File: src/design/swmf_pkg.sv
// Shared constants and types for the sliding-window maximum filter.
package swmf_pkg;

    localparam int MAX_WINDOW_DEF   = 64;
    localparam int SAMPLE_WIDTH_DEF = 32;
    localparam int CFG_W            = 7;

    // Per-cycle control broadcast to every cell of the chain.
    typedef struct packed {
        logic adv;      // an item is taken this cycle
        logic restart;  // that item opens a new sequence
    } cell_ctrl_t;

endpackage

File: src/design/swmf_cell.sv
// One cell of the running-maximum chain: holds max of the last (position+1) samples.
module swmf_cell #(
    parameter int SAMPLE_WIDTH = swmf_pkg::SAMPLE_WIDTH_DEF
) (
    input  logic                           clk,
    input  swmf_pkg::cell_ctrl_t           ctrl,
    input  logic signed [SAMPLE_WIDTH-1:0] sample,
    input  logic signed [SAMPLE_WIDTH-1:0] nbr_max,
    output logic signed [SAMPLE_WIDTH-1:0] run_max
);
    import swmf_pkg::*;

    logic signed [SAMPLE_WIDTH-1:0] max_reg;
    logic signed [SAMPLE_WIDTH-1:0] max_next;

    always_comb
    begin
        if (ctrl.restart || (sample > nbr_max))
        begin
            max_next = sample;
        end
        else
        begin
            max_next = nbr_max;
        end
    end

    always_ff @(posedge clk)
    begin
        if (ctrl.adv)
        begin
            max_reg <= max_next;
        end
    end

    assign run_max = max_reg;

endmodule

File: config.mk
export PLATFORM = sky130hd
export DESIGN_NAME = swmf_cell
export DESIGN_NICKNAME = d
export VERILOG_FILES = /design/src/design/swmf_pkg.sv /design/src/design/swmf_cell.sv
export SDC_FILE = /design/constraint.sdc
export NUM_CORES = 1
export LEC_CHECK = 0
export BUFFER_PORTS_ARGS = -buffer_cell sky130_fd_sc_hd__buf_2
export CAP_MARGIN = 30
export CORE_ASPECT_RATIO = 0.7
export CORE_UTILIZATION = 48
export DETAILED_ROUTE_END_ITERATION = 10
export PLACE_DENSITY = 0.9
export RECOVER_POWER = 100
export REMOVE_ABC_BUFFERS = 1
export SLEW_MARGIN = 20
export SYNTH_ARGS = -nofsm -noshare
export SYNTH_HDL_FRONTEND = slang
export SYNTH_SLANG_ARGS = --single-unit
File: constraint.sdc
create_clock -name clk -period 3.28 [get_ports clk]
set_input_delay 0.328 -clock clk [delete_from_list [all_inputs] [get_ports clk]]
set_output_delay 0.328 -clock clk [all_outputs]
set_load 0.02 [all_outputs]
# ---- Yosys cells after proc, flatten, opt, wreduce, memory -nomap -nowiden
# Cells that the tools add are included.
dict set report classes {
  magnitude_cmp 1
  n_mux 1
  n_reduce_logical 1
}
# operator n
set ops {}
lappend ops {{32-bit greater-than comparator} 1}
lappend ops {{32-bit two-way mux} 1}
lappend ops {{1-bit logical OR} 1}
dict set report word_totals {
  ff_bits 32
  inputBits 67
  output_inout_bits 32
  wordCells 4
}

# ---- Depth between registers and ports, before layout
dict set report logic_depth {
  depth_word 3
  ltp_mapped 9
  depth_no_buf 8
}

# ---- Worst setup path after synthesis
# Ideal clock, no wire load.
dict set report synth_path {
  path_type {input to register}
  from {input nbr_max[14]}
  to {register max_reg[10], in the netlist run_max[10] (data pin)}
  setup_time_ps 260
  arrival_ps 2155
  required_ps 3020
  path_slack_ps 864
  stages 9
  path_buffers 1
  path_cell_list {inv_1 > ha_1 > nand4_1 > or2_1 > or3_1 > a21oi_1 > o22a_4 > buf_12 > mux2_4}
}
dict set report synth_via {
  elab_chain_cells 3
}
# item line_no
set synth_rtl {}
lappend synth_rtl {{start, declared} swmf_cell.sv:8} ;# input logic signed [SAMPLE_WIDTH-1:0] nbr_max,
lappend synth_rtl {{32-bit greater-than comparator} swmf_cell.sv:18} ;# if (ctrl.restart || (sample > nbr_max))
lappend synth_rtl {{1-bit logical OR} swmf_cell.sv:18}
lappend synth_rtl {{32-bit two-way mux} swmf_cell.sv:18}
lappend synth_rtl {{named net max_next[10]} swmf_cell.sv:14} ;# logic signed [SAMPLE_WIDTH-1:0] max_next;
lappend synth_rtl {{end signal, assigned} swmf_cell.sv:32} ;# max_reg <= max_next;
lappend synth_rtl {{end, declared} swmf_cell.sv:13} ;# logic signed [SAMPLE_WIDTH-1:0] max_reg;
# The timed path passes the listed nets, and every way through them passes these cells.
# A chain may end at the register's enable or synchronous reset.

# ---- Worst setup path after layout
dict set report layout_path {
  from {input nbr_max[14]}
  to {register max_reg[5], in the netlist run_max[5] (data pin)}
}
# The elaborated chain is that of the path after synthesis.

==> impl_metrics.ini <==
[run_status]
status = complete, but fails checks
violations = max-capacitance violations, max-slew violations

[finish]
largest_reg_flops = 32
layout_common_cells = buf_2, clkbuf_1, inv_1, ha_1, edfxtp_1
layout_commonest_cell = buf_2
fillCellCount = 424
drive_gt1_share_pct = 28.4
area_growth_pct = 21.1
layout.nets = 390
fin_cells = 347
diodes = 0

[cts]
htree_levels = 2
numCtsBuffers = 5
cts_setup_buffers = 0
cts_resized = 0
cts_tree = yes
cts_root_buf = clkbuf_8
clock-sinks = 32
holdBufCountCts = 0
clkTransAtPathRegs_ns = 0.07
max-clock-path-buffers = 2

[grt]
grt_max_degree = 33
track_usage_pct = 18.8
grt_pass1_wl_mm = 7.37
antenna_found_initial = 0
grt-ovfl-total = 0
first_global_vias = 1658

[yosys]
ys_warn_count = 0
synthAdderAreaFrac_pct = 17.2
syn_inst = 186
syn_area_per_cell_um2 = 12.5
async_flop_share_pct = 0
ys_seq_area_share_pct = 41.2
synth_cell_type_count = 25
dominantRegCellSynth = edfxtp_1
synth_xor_area_share_pct = 0
synth-simple-area-share_pct = 6.38
synthMuxAreaShare_pct = 20.3
synth_seq_cells = 32
synth.cell_area_um2 = 2330
synth-edff-count = 32
synth_top_family_by_area = multiplexers
synth_compound_area_share_pct = 7.24

[sta]
slew_violations = 33
rsz0062_at_grt = no
period_needed_ns = 2.78
whs_ns = 0.347
setup_tns_ns = 0
worst_pin_slew_ns = 1.75
setup_viol = 0
period_share_pct = 84.9
fmax_mhz = 359
hold_violations = 0
slew_headroom_pct = -16.5

[routing]
drt_pass1_iterations = 4
vias = 1779
wl_met1_mm = 2.25
via_per_inst = 5.13
drt-initial-drc-count = 71
wire_per_inst_um = 13.6
postRouteAntennaNets = 0
drc = 0
wl_mm = 4.73
highest_layer = met4
wl_met3_um = 365
wl_met2_mm = 2.10

[placed_design]
hpwlAfterDp_mm = 3.79
portBuffers = 98
gp_congestion = 0.775
place_inst = 339

[pwr]
max-vdd-ir-drop_mv = 0.228
powerDensity_nw_per_um2 = 438
leakage_nw = 1.33

[floorplanning]
row_count = 20
die_area_um2 = 5150
core_um2 = 4500
start_util_pct = 51.8
io_pins = 99
die_h_um = 60.3
dieWidth_um = 85.3

[setup_path]
critPathRequiredTime_ns = 3.31
cp-start-kind = primary input
cp.arrival_ns = 2.81
path_max_fanout = 14
criticalPathCategory = primary input to register
end_kind = register

[hold_path]
hp-class = primary input to register

[flow_run]
cap_violations = 1
[metrics by stage]
step	total power, mW	setup slack, ns	cell area [µm²]	util (%)
3_5_place_dp	0.928	0.398	2870	63.6
2_1_floorplan	0.784	0.658	2270	-
5_1_grt	1.30	0.366	2820	62.7
4_1_cts	1.31	0.699	2980	66.1
6_report	1.24	0.495	2820	62.7
3_3_place_gp	0.918	0.458	2870	63.6
[final timing paths]
check,start,end,slack [ns],cells after the start
worst min-delay path,nbr_max[21],run_max[21]$_DFFE_PP_,0.35,2
worst max-delay path,nbr_max[14],run_max[5]$_DFFE_PP_,0.50,10
[cell type report]
type / count / area, µm² / share of cell area (%)
clock inverter: 3 / 42.5 / 1.51
multi-input combinational: 119 / 1100 / 39.0
sequential: 32 / 961 / 34.0
tap: 55 / 68.8 / 2.44
clock buffer: 5 / 68.8 / 2.44
inverter: 32 / 120 / 4.25
timing repair buffer: 101 / 462 / 16.3
[critical path, cell delays in order]
cell	delay, ns
buf_2	0.09
inv_1	0.03
ha_1	0.29
nand4_1	0.18
or2_0	0.32
or3_1	0.37
a21oi_1	0.18
o22a_4	0.29
clkbuf_2	0.35
mux2_1	0.37
[per-layer routing]
layer | GRT usage (%) | vias up
met2 | 31.8 | 74
met3 | 6.35 | 2
met4 | 2.86 | 0
met1 | 24.5 | 808
li1 | - | 895
met5 | 0 | -
[cell usage after synthesis, types with 2 or more instances]
library cell / instances / area (µm²)
inv_1: 32 / 120
a21oi_1: 15 / 75.1
a211oi_1: 2 / 15.0
mux2_2: 2 / 22.5
nor2_1: 2 / 7.51
a21o_1: 2 / 15.0
o21ai_0: 3 / 15.0
ha_1: 32 / 400
nor4_1: 3 / 18.8
mux2_4: 30 / 450
edfxtp_1: 32 / 961
buf_12: 3 / 60.1
nand2_1: 6 / 22.5
nand3_1: 4 / 20.0
nand4_1: 8 / 50.1
[logic make-up after synthesis]
kind of cell | count (synthesis)
compound gates | 27
buf+inv | 35
mux | 32
simple gates | 28
flops | 32
fa+ha+maj | 32
[report_power, final]
group | total, mW | internal, mW | switching [mW] | leakage (nW)
registers | 0.524 | 0.512 | 0.0127 | 0.313
logic | 0.334 | 0.139 | 0.195 | 0.964
clock network | 0.378 | 0.225 | 0.153 | 0.0541
total | 1.24 | 0.875 | 0.361 | 1.33
No activity file was read; power rests on OpenSTA's default activity.
